### src/rtl/core/tdpt_pkg.sv
// tdpt_pkg: shared types and constants of the trial-division prime test
// no dependencies; imported by tdpt_value_if, the remainder unit and the top level
`default_nettype none

package tdpt_pkg;

	// field widths
	localparam int unsigned VALUE_W = 32;
	localparam int unsigned MAG_W   = VALUE_W - 1;
	localparam int unsigned DIV_W   = 16;
	localparam int unsigned SQ_W    = 32;

	// divisor sweep: odd divisors from three up to the cap
	localparam logic [DIV_W-1:0] DIV_START = 16'd3;
	localparam logic [DIV_W-1:0] DIV_CAP   = 16'd46340;
	localparam logic [SQ_W-1:0]  SQ_START  = 32'd9;

	// remainder unit: quotient bits retired per cycle and rounds per item
	localparam int unsigned RADIX_STEPS = 4;
	localparam int unsigned DVD_W       = 32;
	localparam int unsigned ROUNDS      = DVD_W / RADIX_STEPS;
	localparam int unsigned RND_W       = $clog2(ROUNDS);

	// sequencer states
	typedef enum logic [1:0] {
		ST_IDLE,
		ST_CHECK,
		ST_WAIT,
		ST_FIN
	} tdpt_state_t;

	// request to the remainder unit
	typedef struct packed {
		logic             start;
		logic [MAG_W-1:0] dividend;
		logic [DIV_W-1:0] divisor;
	} rem_req_t;

	// status from the remainder unit
	typedef struct packed {
		logic busy;
		logic done;
		logic zero;
	} rem_stat_t;

endpackage

`default_nettype wire

### src/rtl/core/tdpt_rem_unit.sv
// tdpt_rem_unit: iterative remainder unit, 4 restoring steps per cycle
// depends on tdpt_pkg (rem_req_t, rem_stat_t, widths)
`default_nettype none

module tdpt_rem_unit (
	input  wire                 clk,
	input  wire                 arst_n,
	input  tdpt_pkg::rem_req_t  req,
	output tdpt_pkg::rem_stat_t stat
);
	import tdpt_pkg::*;

	logic             busy_q;
	logic             done_q;
	logic             zero_q;
	logic [RND_W-1:0] rnd_q;
	logic [DVD_W-1:0] dvd_q;
	logic [DIV_W-1:0] rem_q;
	logic [DIV_W-1:0] div_q;

	logic [DVD_W-1:0] dvd_nxt;
	logic [DIV_W-1:0] rem_nxt;
	logic             last_rnd;

	// one round: shift in a dividend bit and conditionally subtract, four times
	always_comb begin
		logic [DIV_W:0] part;
		dvd_nxt = dvd_q;
		rem_nxt = rem_q;
		for (int i = 0; i < RADIX_STEPS; i++) begin
			part    = {rem_nxt, dvd_nxt[DVD_W-1]};
			dvd_nxt = {dvd_nxt[DVD_W-2:0], 1'b0};
			if (part >= {1'b0, div_q}) begin
				part = part - {1'b0, div_q};
			end
			rem_nxt = part[DIV_W-1:0];
		end
	end

	assign last_rnd = (rnd_q == RND_W'(ROUNDS - 1));

	// control: busy flag, round counter, done pulse
	always_ff @(posedge clk or negedge arst_n) begin
		if (!arst_n) begin
			busy_q <= 1'b0;
			done_q <= 1'b0;
			rnd_q  <= '0;
		end else begin
			done_q <= 1'b0;
			if (req.start && !busy_q) begin
				busy_q <= 1'b1;
				rnd_q  <= '0;
			end else if (busy_q) begin
				rnd_q <= rnd_q + RND_W'(1);
				if (last_rnd) begin
					busy_q <= 1'b0;
					done_q <= 1'b1;
				end
			end
		end
	end

	// datapath: dividend shifter, partial remainder, divisor
	always_ff @(posedge clk) begin
		if (req.start && !busy_q) begin
			dvd_q <= {{(DVD_W-MAG_W){1'b0}}, req.dividend};
			rem_q <= '0;
			div_q <= req.divisor;
		end else if (busy_q) begin
			dvd_q <= dvd_nxt;
			rem_q <= rem_nxt;
			if (last_rnd) begin
				zero_q <= (rem_nxt == '0);
			end
		end
	end

	assign stat.busy = busy_q;
	assign stat.done = done_q;
	assign stat.zero = zero_q;

	// partial remainder always stays below the divisor
	a_rem_below_div: assert property (@(posedge clk) disable iff (!arst_n)
		busy_q |-> rem_q < div_q)
		else $error("partial remainder not below divisor");

	// done rises in the cycle after the last round
	a_done_after_last: assert property (@(posedge clk) disable iff (!arst_n)
		(busy_q && last_rnd) |=> (done_q && !busy_q))
		else $error("done missing after last round");

	// a done pulse never comes while a division is running
	a_done_not_busy: assert property (@(posedge clk) disable iff (!arst_n)
		done_q |-> !busy_q)
		else $error("done while busy");

endmodule

`default_nettype wire
### config.mk
export PLATFORM = sky130hd
export DESIGN_NAME = tdpt_rem_unit
export DESIGN_NICKNAME = d
export VERILOG_FILES = /design/src/rtl/core/tdpt_pkg.sv /design/src/rtl/core/tdpt_rem_unit.sv
export SDC_FILE = /design/constraint.sdc
export NUM_CORES = 1
export LEC_CHECK = 0
export ABC_AREA = 1
export BUFFER_PORTS_ARGS = -buffer_cell sky130_fd_sc_hd__buf_2
export CAP_MARGIN = 25
export CORE_UTILIZATION = 60
export CTS_BUF_LIST = sky130_fd_sc_hd__clkbuf_4
export CTS_CLUSTER_SIZE = 10
export DETAILED_ROUTE_END_ITERATION = 10
export PLACE_DENSITY = 0.89
export SYNTH_ARGS = -nofsm -noshare
export SYNTH_HDL_FRONTEND = slang
export SYNTH_SLANG_ARGS = --single-unit
### constraint.sdc
create_clock -name clk -period 8.7 [get_ports clk]
set_clock_uncertainty 0.2 [all_clocks]
set_input_delay 0.435 -clock clk [delete_from_list [all_inputs] [get_ports clk]]
set_output_delay 0.435 -clock clk [all_outputs]
set_load 0.02 [all_outputs]
After elaboration in Yosys (flattened, before gate mapping)
Cells that the tools add are included.
- input bits: 50
- register bits after elaboration: 70
- add/sub/neg operators: 5
- reduce and logical (&&, ||, !) cells: 5
- equal/unequal tests: 1
- order comparisons: 4
- multiplexer cells: 14
- bitwise operators: 1
- operators by type and width (cell ; number):
    greater-or-equal comparator 17 x 16 -> 1 bit ; 4
    two-way mux 16 bit ; 4
    subtractor 16 bit ; 4
    two-way mux 31 bit ; 2
    zero test 16 bit ; 1
    two-way mux 1 bit ; 6
    two-way mux 3 bit ; 2
    adder 3 x 1 -> 3 bit (second input constant) ; 1
    == test 3 bit (second input constant) ; 1
    AND reduction 3 bit ; 1
    nonzero test 2 bit ; 1
    logical AND 1 bit ; 1
    zero test 1 bit ; 1
    NOT 1 bit ; 1

Depth between registers and ports, before layout
Gate-level depths: netlist (run 1).
- depth after elaboration: 9
- depth in mapped cells: 59

Least setup slack after synthesis (run 1)
No wires, ideal clock.
- path type: reg-to-reg
- from: reg div_q[1]
- to: reg zero_q (data pin)
- path slack: 1355 ps
- clock period less this slack: 7345 ps
- library setup time: 251 ps
- arrival: 6894 ps
- cell stages (with the launch flop): 51
- path through: edfxtp_1 > inv_1 > ha_1 > nand2_1 > inv_2 > nand3_2 > nand3_2 > nand2_1 > nand2_2 > nand2_2 > nand2_4 > buf_6 > buf_4 > o21ai_0 > ha_1 > a21oi_1 > o21ai_0 > a21oi_1 > (+15 left out) > o21ai_0 > inv_1 > fa_1 > o21ai_0 > a21oi_1 > o21ai_0 > nand2_1 > nand2_1 > nand3_1 > nand2_1 > xor2_1 > nand2_1 > nand2_1 > inv_1 > nand2_1 > nor2_1 > nand2_1 > nor2_1
- cells in the longest elaborated chain, start to end: 9
- elaborated cells on any way between the ends: 13
- those cells by class: add/sub: 4; order compare: 4; mux: 4; reduce/logical: 1
- RTL lines (item ; line ; text):
    start: declaration ; tdpt_rem_unit.sv:19 ; logic [DIV_W-1:0] div_q;
    start signal: assignment ; tdpt_rem_unit.sv:68 ; div_q <= req.divisor;
    subtractor 16 bit or greater-or-equal comparator 17 x 16 -> 1 bit (tied branches) ; tdpt_rem_unit.sv:34, tdpt_rem_unit.sv:33 ;
    two-way mux 16 bit ; tdpt_rem_unit.sv:33 ; if (part >= {1'b0, div_q}) begin
    subtractor 16 bit or greater-or-equal comparator 17 x 16 -> 1 bit (tied branches) ; tdpt_rem_unit.sv:34, tdpt_rem_unit.sv:33 ;
    two-way mux 16 bit ; tdpt_rem_unit.sv:33 ;
    subtractor 16 bit or greater-or-equal comparator 17 x 16 -> 1 bit (tied branches) ; tdpt_rem_unit.sv:34, tdpt_rem_unit.sv:33 ;
    two-way mux 16 bit ; tdpt_rem_unit.sv:33 ;
    subtractor 16 bit or greater-or-equal comparator 17 x 16 -> 1 bit (tied branches) ; tdpt_rem_unit.sv:34, tdpt_rem_unit.sv:33 ;
    two-way mux 16 bit * ; tdpt_rem_unit.sv:33 ;
    zero test 16 bit * ; tdpt_rem_unit.sv:73 ; zero_q <= (rem_nxt == '0);
    end signal: assignment ; tdpt_rem_unit.sv:73 ;
    end: declaration ; tdpt_rem_unit.sv:15 ; logic zero_q;
Mark *: on every way between the ends. The rest lies on a longest branch, timed or not.
A chain may end at the register's enable or synchronous reset.

Final worst setup path (run 1)
- from: reg div_q[10]
- to: reg zero_q (data pin)
Same word-level chain as after synthesis.

==> impl_metrics.yaml, run 1 <==
run_status:
  status: "finished clean"
worst_setup_path:
  path_class: "register to register"
  cp_top_family: "simple AND/OR/NAND/NOR gates"
  cp_max_fo: 22
  cp_common_cell: "nand2_1"
  slowest_delay_ps: 430
  critPathLaunchType: "register"
  slowest_stage: "edfxtp_1"
  cp.arrival_ps: 8110
  required_ps: 8700
  endpoint_kind: "register"
  critPathBufInv: 6
timing:
  period_share_pct: 93.2
  slew_violations: 0
  slew_headroom_pct: 39.6
  max_freq_ghz: 0.123
  worst_slack_ps: 590
  hold_violations: 0
  setup_viol: 0
  timing.hold.ws_ps: 19.0
  finalCriticalPeriod_ps: 8110
  worst_pin_slew_ps: 906
global_route:
  grt_pass1_vias: 6304
  overflow: 0
  grt_max_degree: 47
  grt_pass1_wl_mm: 31.3
  antenna_found_initial: 1
  grt_use_total_pct: 36.3
detailed_routing:
  vias: 6721
  drc: 0
  viasPerCell: 5.71
  dr.pass1.iters: 5
  drtAntennaViolNets: 0
  wl_mm: 20.5
  wl_per_cell_um: 17.4
  drt_iter0_markers: 646
die:
  ioPinCount: 53
  core_area_um2: 10800
  rows: 38
  dieArea_um2: 11600
  die_h_um: 107
  start_util_pct: 61.6
  die-width_um: 107
min_path:
  hold_class: "input port to register"
yosys:
  synth_seq_area_share_pct: 28.6
  synth-edff-count: 48
  ys_types: 44
  async_flop_share_pct: 7.14
  yosys_most_used_dff: "edfxtp_1"
  synth.avg_cell_area_um2: 7.06
  syn_nets: 1066
  synthCells: 946
  netlist_area_um2: 6680
  synth-seq-cells: 70
  synth_warnings: 0
place:
  gp_congestion: 1.03
  hpwl_mm: 15.6
  io_buffers: 52
  place_area_um2: 7160
  place_ws_ps: 323
clocking:
  cts_tree: "done"
  cts_made_buffers: 9
  htree_num_levels: 3
  cts.sinks: 70
  clkSlewWorstSetupHoldPaths_ps: 120
  clockBufferDepth: 2
  clk_latency_ps: 440
  clock-root-buffer: "clkbuf_4"
finish:
  n_fill_cell: 921
  final_common_cell: "nand2_1"
  most-common-layout-cells: "328 x nand2_1, 108 x inv_1, 66 x ha_1, 61 x a21oi_1, 52 x buf_2"
  synthToLayoutAreaGrowth_pct: 13.1
  drive_gt1_share_pct: 14.2
  fin_area_um2: 7550
  ff_latch_area_um2: 1910
  diodes: 0
  final_nets: 1152
  multi_input_area_um2: 4190
job:
  max_cap_viol_count: 0
==> cell usage after synthesis (all sizes together), types with 5 or more instances <==
master | count | area, um2
nor3 | 7 | 45.0
clkbuf | 8 | 30.0
xor2 | 34 | 298
o22ai | 7 | 43.8
a21oi | 64 | 328
edfxtp | 48 | 1440
ha | 66 | 826
nor2 | 49 | 191
nand2 | 343 | 1350
nand3b | 5 | 37.5
inv | 117 | 439
buf | 16 | 139
nand4 | 7 | 43.8
nand3 | 57 | 330
xnor2 | 16 | 140
o21ai | 52 | 279
dfrtp | 5 | 125
dfxtp | 17 | 340
==> final timing paths <==
path | startpoint | end | slack (ps) | cells after the start
worst max-delay path | div_q[10] | zero_q | 590 | 52
worst min-delay path | req[3] | div_q[3] | 20 | 1
worst max register to register | div_q[10] | zero_q | 590 | 52
worst min register to register | dvd_q[27] | dvd_q[31] | 280 | 2
max in group asynchronous | arst_n | busy_q | 8030 | 2
min in group asynchronous | arst_n | rnd_q[2] | 140 | 2
==> final cells by class <==
cell class | count | share of cell area [%]
clock buffers | 10 | 0.994
clock inverters | 6 | 1.46
inverters | 119 | 5.91
multi-input cells | 734 | 55.5
flip-flops and latches | 70 | 25.2
well taps | 140 | 2.32
repair buffers | 98 | 8.55
==> worst reg2reg max path: cells and delay by family, from the launching register on <==
family,cells,cell delay [ps]
buffers and inverters,6,870
adders and majority gates,4,1220
DFF,1,430
AOI/OAI and AO/OA,12,1990
and+or+nand+nor,30,3200
==> what timing repair did <==
item | CTS | global route
gates resized for setup | 0 | 15
endpoints found under the setup margin | 0 | 17
hold endpoints to repair | 18 | 2
setup buffers | 0 | 2
hold buffers | 14 | 2
==> cell families (layout without fill, tap and decap cells) <==
group	Yosys count	in the layout	share of synthesized area, %
AOI/OAI and AO/OA	140	140	11.8
adders and majority gates	70	70	13.6
and+or+nand+nor	473	474	30.3
xor gates and xnor gates	50	50	6.56
DFF	70	70	28.6
buffers and inverters	143	233	9.22
==> stage by stage <==
stage	instances	setup TNS, ps	utilization (%)
2_1_floorplan	946	0	-
3_3_place_gp	1142	0	66.0
3_5_place_dp	1142	0	66.0
4_1_cts	1172	0	69.0
5_1_grt	1177	-23.7	69.7
6_report	1177	0	69.7
==> per-layer routing <==
metal | vias to the layer above | global-route usage [%] | wire length [um] | share of wire [%]
li1 | 3265 | - | - | -
met4 | 2 | 17.1 | 1110 | 5.4
met2 | 357 | 58.3 | 9140 | 45
met3 | 92 | 8.23 | 1870 | 9.1
met1 | 3005 | 46.3 | 8350 | 41
met5 | - | 0 | 13 | 0.063
==> flip-flops by register name, summed over array words and instances, names as in the netlist <==
signal  count
busy_q      1
div_q      16
done_q      1
dvd_q      32
rem_q      16
rnd_q       3
zero_q      1
Power of run 1 is not shown: default switching activity piles up to over one toggle a cycle in this logic, so the estimate is an artifact.
==> run 2, diff against run 1 <==
Settings changed: ABC_AREA 1 to not set.
==> run 2 against run 1 <==
Against the previous run:
- the flow now stops in 5_1_grt
- synthesized area up 0.11%
- synthesized cell count down 25%
==> impl_metrics.yaml, run 2 <==
run_status:
  status: "stopped before the end"
  haltStage: "5_1_grt"
  tool.error: "[ERROR GRT-0232] Routing congestion too high. Check the congestion heatmap in the GUI."
yosys:
  yosysMostFrequentCell: "ha_1"
  netlist_area_um2: 6680
  synth.avg_cell_area_um2: 9.44
  synth-seq-cells: 70
  synthCells: 708
  synth_top_area_cell: "edfxtp_1"
  synth_top_area_share_pct: 21.6
  synth_warnings: 0
  syn_nets: 828
  ys_types: 73
  async_flop_share_pct: 7.14
  synth_seq_area_share_pct: 28.5
  synth_common_cells: "66 x ha_1, 52 x inv_1, 48 x edfxtp_1"
  yosys_most_used_dff: "edfxtp_1"
  synth_area_leaders: "edfxtp_1 22%, ha_1 12%, mux2_2 7.2%"
  synth-edff-count: 48
clocking:
  clockBufferDepth: 2
  clock-root-buffer: "clkbuf_4"
  htree_num_levels: 3
  cts.sinks: 70
  cts_made_buffers: 9
place:
  place_ws_ps: -913
  place_inst: 1065
  gp_congestion: 1.01
  io_buffers: 52
  hpwl_mm: 18.2
timing:
  worst_path_end_type: "sequential cell input"
  worstEndpointGrtRepair: "zero_q$_DFFE_PP_/D"
global_route:
  grt_use_total_pct: 74.3
  grt_max_degree: 43
  overflow: 35
die:
  die-width_um: 108
  die_h_um: 108
  start_util_pct: 61.6
  ioPinCount: 53
  rows: 38
## run 2: cell count changes after synthesis, sizes merged, moves of 13 or more
| cell | previous run | this run |
|---|---|---|
| inv | 117 | 52 |
| xor2 | 34 | 20 |
| nor2 | 49 | 33 |
| mux2 | 0 | 43 |
| nor2b | 0 | 13 |
| a21o | 2 | 22 |
| mux2i | 0 | 41 |
| a21oi | 64 | 44 |
| nand3 | 57 | 13 |
| nand2b | 0 | 16 |
| o21ai | 52 | 32 |
| nand2 | 343 | 38 |
## run 2: logic make-up after synthesis
group / count (synthesis) / share of synthesized area [%]
AOI/OAI and AO/OA: 175 / 18.5
xor gates and xnor gates: 47 / 6.16
adders and majority gates: 70 / 13.6
buffers and inverters: 74 / 4.74
DFF: 70 / 28.5
muxes: 84 / 13.4
and+or+nand+nor: 188 / 15.1
## run 2: repair_timing
item	CTS
setup endpoints to repair	17
cloned	1
gates resized for setup	95
setup buffers	31
hold endpoints to repair	18
pin swaps	56
hold buffers	14
## run 2: per-stage QoR
| stage | utilization, % | hold slack [ps] | setup TNS, ps | area [um2] |
|---|---|---|---|---|
| 4_1_cts | 87.6 | 9.01 | -1290 | 9500 |
| 3_3_place_gp | 78.1 | 50.3 | -3300 | 8470 |
| 2_1_floorplan | - | -60.6 | 0 | 6750 |
| 3_5_place_dp | 78.1 | 55.4 | -8240 | 8470 |
## run 2: layer usage
metal / track usage [%] / overflow
met4: 71.2 / 9
met3: 56.4 / 2
met1: 76.2 / 4
met2: 91.8 / 20
met5: 23.3 / 0
==> run 3, diff against run 2 <==
Settings changed: CORE_UTILIZATION 60 to 40, CTS_BUF_LIST sky130_fd_sc_hd__clkbuf_4 to not set, CTS_CLUSTER_SIZE 10 to not set, PLACE_DENSITY 0.89 to not set, PLACE_DENSITY_LB_ADDON set to 0.15.
==> run 3 against run 2 <==
Against the previous run:
- the flow now finishes, with violations (setup timing)
- synthesized cell count stayed put
- synthesized area unchanged
==> impl_metrics.yaml, run 3 <==
clocking:
  htree_num_levels: 3
  clockBufferDepth: 2
  clkSlewWorstSetupHoldPaths_ps: 70
  clock-root-buffer: "clkbuf_16"
  clk_latency_ps: 350
  cts_tree: "done"
  cts.sinks: 70
  cts_made_buffers: 9
timing:
  max_freq_ghz: 0.114
  setup_viol: 3
  hold_violations: 0
  worst_slack_ps: -70.1
  timing.hold.ws_ps: 52.2
  finalCriticalPeriod_ps: 8770
  slew_violations: 0
  period_share_pct: 101
  worst_pin_slew_ps: 576
  slew_headroom_pct: 61.4
  rsz0062_at_grt: "true"
worst_setup_path:
  cp.arrival_ps: 8760
  critPathLaunchType: "register"
  rr_worst_depth: 41
  cp_top_family: "simple AND/OR/NAND/NOR gates"
  slowest_delay_ps: 550
  required_ps: 8690
  cp.depth: 41
  cp_max_fo: 7
  slowest_stage: "or4_4"
  path_class: "register to register"
  endpoint_kind: "register"
  critPathBufInv: 7
detailed_routing:
  wl_mm: 23.9
  drt_iter0_markers: 494
  drc: 0
  viasPerCell: 5.58
  dr.pass1.iters: 5
  wl_per_cell_um: 19.7
  vias: 6785
  drtAntennaViolNets: 0
yosys:
  synth.avg_cell_area_um2: 9.44
  synth-seq-cells: 70
  yosys_most_used_dff: "edfxtp_1"
  synth_top_area_cell: "edfxtp_1"
  synth_top_area_share_pct: 21.6
  netlist_area_um2: 6680
  synth-edff-count: 48
  synth_warnings: 0
  synth_area_leaders: "edfxtp_1 22%, ha_1 12%, mux2_2 7.2%"
  synthCells: 708
  syn_nets: 828
  synth_common_cells: "66 x ha_1, 52 x inv_1, 48 x edfxtp_1"
  ys_types: 73
  async_flop_share_pct: 7.14
  yosysMostFrequentCell: "ha_1"
  synth_seq_area_share_pct: 28.5
finish:
  largest_reg_flops: 32
  final_nets: 1114
  fin_util_pct: 64.8
  drive_gt1_share_pct: 52.0
  diodes: 0
  regMostFlops: "dvd_q"
  most-common-layout-cells: "233 x buf_4, 52 x buf_2, 48 x edfxtp_1, 42 x inv_1, 37 x mux2_2"
  reg_top3: "dvd_q (32), div_q (16), rem_q (16)"
  final_common_cell: "buf_4"
  synthToLayoutAreaGrowth_pct: 56.3
die:
  dieArea_um2: 17200
  die-width_um: 131
  ioPinCount: 53
  start_util_pct: 41.5
  core_area_um2: 16100
  die_h_um: 131
  rows: 46
place:
  io_buffers: 52
  gp_congestion: 1.03
  hpwl_mm: 18.0
  place_ws_ps: -689
global_route:
  grt_pass1_vias: 6781
  overflow: 0
  grt_pass1_wl_mm: 35.3
  antenna_found_initial: 0
  grt_use_total_pct: 26.6
  grt_max_degree: 42
min_path:
  hold_class: "input port to register"
  whs_path_depth: 1
run_status:
  violations: "setup timing"
  status: "finished, violations left"
job:
  max_cap_viol_count: 0
run 3: stage by stage:
stage	instances	setup TNS (ps)	instance area [um2]
after detailed placement	1160	-7240	8720
after global routing	1215	-4470	10400
final	1215	-97.5	10400
after floorplan	708	0	6750
after CTS	1193	0	9590
after global placement	1159	-5010	8700
run 3: area by class of cell:
type | instances | area (um2)
Tap cell | 216 | 270
Clock inverter | 7 | 71.3
Fill cell | 1259 | 5670
Inverter | 52 | 195
Multi-Input combinational cell | 564 | 5590
Timing Repair Buffer | 297 | 2190
Sequential cell | 70 | 1910
Clock buffer | 9 | 225
run 3: path summary, 6_finish.rpt:
path | end | from | slack (ps)
min in group asynchronous | rnd_q[0] | arst_n | 220
worst min-delay path | div_q[14] | req[14] | 50
worst max register to register | zero_q | div_q[11] | -70
worst min register to register | dvd_q[31] | dvd_q[27] | 270
max in group asynchronous | rnd_q[1] | arst_n | 7960
worst max-delay path | zero_q | div_q[11] | -70
run 3: repair_timing:
item | CTS | global route
gates resized for setup | 85 | 112
cloned | 0 | 1
endpoints found under the setup margin | 17 | 17
setup buffers | 17 | 21
hold buffers | 1 | 0
endpoints found under the hold margin | 5 | 0
pin swaps | 41 | 65
run 3: per-layer routing:
layer,global-route usage [%],part of all wire (%)
met1,32.1,42
met2,44.4,49
met3,8.22,7.0
met4,9.43,1.9
met5,0,0
run 3: cells by family after synthesis:
kind of cell               share of synthesized area [%]
adders and majority gates                           13.6
muxes                                               13.4
AOI/OAI and AO/OA                                   18.5
xor gates and xnor gates                            6.16
and+or+nand+nor                                     15.1
buffers and inverters                               4.74
DFF                                                 28.5
Power of run 3 is left out for the same reason.
==> run 4, diff against run 3 <==
Clock period 8.7 ns to 7.6 ns, I/O delays scaled along.
==> run 4 against run 3 <==
Against the previous run:
- the flow still finishes with violations (setup timing)
- register-to-register slack got worse by 1500 ps
- clock-buffer cell count is the same
- hold slack lost 43 ps
- via count grew 2.8%
- final cell count increased by 5.0%
- die area unchanged
- sequential cell count unchanged
==> impl_metrics.yaml, run 4 (synthesis gave the netlist of run 3 again) <==
timing:
  finalCriticalPeriod_ps: 9140
  hold_violations: 0
  max_freq_ghz: 0.109
  worst_pin_slew_ps: 607
  setup_viol: 17
  rsz0062_at_grt: "true"
  slew_headroom_pct: 59.3
  period_share_pct: 120
  worst_slack_ps: -1540
  slew_violations: 0
clocking:
  cts.sinks: 70
  htree_num_levels: 3
  clk_latency_ps: 350
  cts_made_buffers: 9
  clock-root-buffer: "clkbuf_16"
  clkSlewWorstSetupHoldPaths_ps: 70
  clockBufferDepth: 2
  cts_tree: "done"
worst_setup_path:
  r2r-end: "zero_q"
  path_class: "register to register"
  slowest_delay_ps: 560
  critPathBufInv: 7
  required_ps: 7570
  cp_top_family: "compound AO/OA/AOI/OAI gates"
  cp.arrival_ps: 9100
  critPathLaunchType: "register"
  rrSetupSlack_ps: -1540
  cp_common_cell: "nand4_1"
  slowest_stage: "or4_4"
  cp_max_fo: 8
  endpoint_kind: "register"
  rr_worst_depth: 40
  r2r_start: "div_q[10]"
global_route:
  grt_pass1_vias: 7163
  antenna_found_initial: 1
  grt_pass1_wl_mm: 37.8
  grt_use_total_pct: 28.4
  grt_max_degree: 44
  overflow: 0
finish:
  synthToLayoutAreaGrowth_pct: 61.6
  most-common-layout-cells: "279 x buf_4, 52 x buf_2, 48 x edfxtp_1, 40 x inv_1, 39 x mux2_2"
  final_common_cell: "buf_4"
  final_nets: 1174
  largest_reg_flops: 32
  regMostFlops: "dvd_q"
  reg_top3: "dvd_q (32), div_q (16), rem_q (16)"
  drive_gt1_share_pct: 52.1
detailed_routing:
  dr.pass1.iters: 5
  wl_per_cell_um: 19.7
  drtAntennaViolNets: 0
  wl_mm: 25.1
  viasPerCell: 5.47
  drc: 0
  vias: 6976
  drt_iter0_markers: 470
place:
  place_ws_ps: -2130
  io_buffers: 52
  hpwl_mm: 19.1
  gp_congestion: 1.03
run_status:
  violations: "setup timing"
  status: "finished, violations left"
die:
  die_h_um: 131
  dieArea_um2: 17200
  die-width_um: 131
  core_area_um2: 16100
  ioPinCount: 53
  start_util_pct: 41.5
  rows: 46
min_path:
  min-delay-start: "req[11]"
  whs_endpoint: "div_q[11]"
  whs_path_depth: 1
  hold_class: "input port to register"
job:
  max_cap_viol_count: 0
## run 4: cell count changes in the layout (fill, tap and decap cells not counted), moves of 3 or more
| cell | change |
|---|---|
| dlygate4sd3_1 | +11 |
| ha_1 | +11 |
| o21ai_2 | -4 |
| mux2i_1 | -6 |
| a21oi_2 | -3 |
| mux2i_2 | +7 |
| o21ai_1 | +4 |
| buf_4 | +46 |
| nor3_4 | +3 |
| nor3_2 | -4 |
| ha_4 | -9 |
| buf_6 | +4 |
## run 4: timing repair
action | in CTS | in global routing
setup buffers | 39 | 17
gates resized for setup | 88 | 69
endpoints found under the setup margin | 17 | 17
endpoints found under the hold margin | 14 | 2
pin swaps | 53 | 51
hold buffers | 10 | 2
cloned | 1 | 1
## run 4: per-layer routing
metal | vias to the layer above | part of all wire (%) | track usage, %
met4 | 0 | 2.8 | 8.59
met2 | 251 | 47 | 47.4
li1 | 3344 | - | -
met3 | 49 | 6.5 | 5.40
met1 | 3332 | 44 | 37.2
met5 | - | 0 | 0
## run 4: area by class of cell
class	count	area, um2
inverters	52	195
multi-input cells	564	5430
fillers	1255	5320
well taps	216	270
repair buffers	357	2690
diodes	1	2.50
clock inverters	7	76.3
clock buffers	9	225
flip-flops and latches	70	1910
## run 4: how the worst max path moves through the flow
stage          startpoint     end  depth (start not counted)  slack [ps]
6_report        div_q[10]  zero_q                         40       -1540
4_1_cts         div_q[11]  zero_q                         43       -1350
5_1_grt         div_q[11]  zero_q                         41       -1920
3_3_place_gp    div_q[12]  zero_q                         42       -1880
2_1_floorplan    div_q[1]  zero_q                         39        -880
3_5_place_dp    div_q[11]  zero_q                         42       -2130
## run 4: worst reg2reg max path, delay by kind of cell (launching register included)
kind | cells | cell delay (ps)
xor+xnor | 1 | 170
mux | 4 | 1000
compound gates | 12 | 2620
simple gates | 12 | 2600
flops | 1 | 350
fa+ha+maj | 4 | 1110
buf+inv | 7 | 920
## run 4: per-stage QoR
stage / cells / area, um2 / hold slack (ps) / TNS [ps] / utilization, %
after floorplan: 708 / 6890 / -116 / -12370 / -
after global placement: 1205 / 9190 / -6.38 / -22390 / 57.0
final: 1276 / 10800 / 9.15 / -23400 / 67.0
after detailed placement: 1206 / 9210 / 1.99 / -26180 / 57.2
after CTS: 1266 / 10300 / 0.587 / -18040 / 64.2
after global routing: 1275 / 10800 / 8.29 / -29160 / 67.0
Power of run 4 is left out for the same reason.
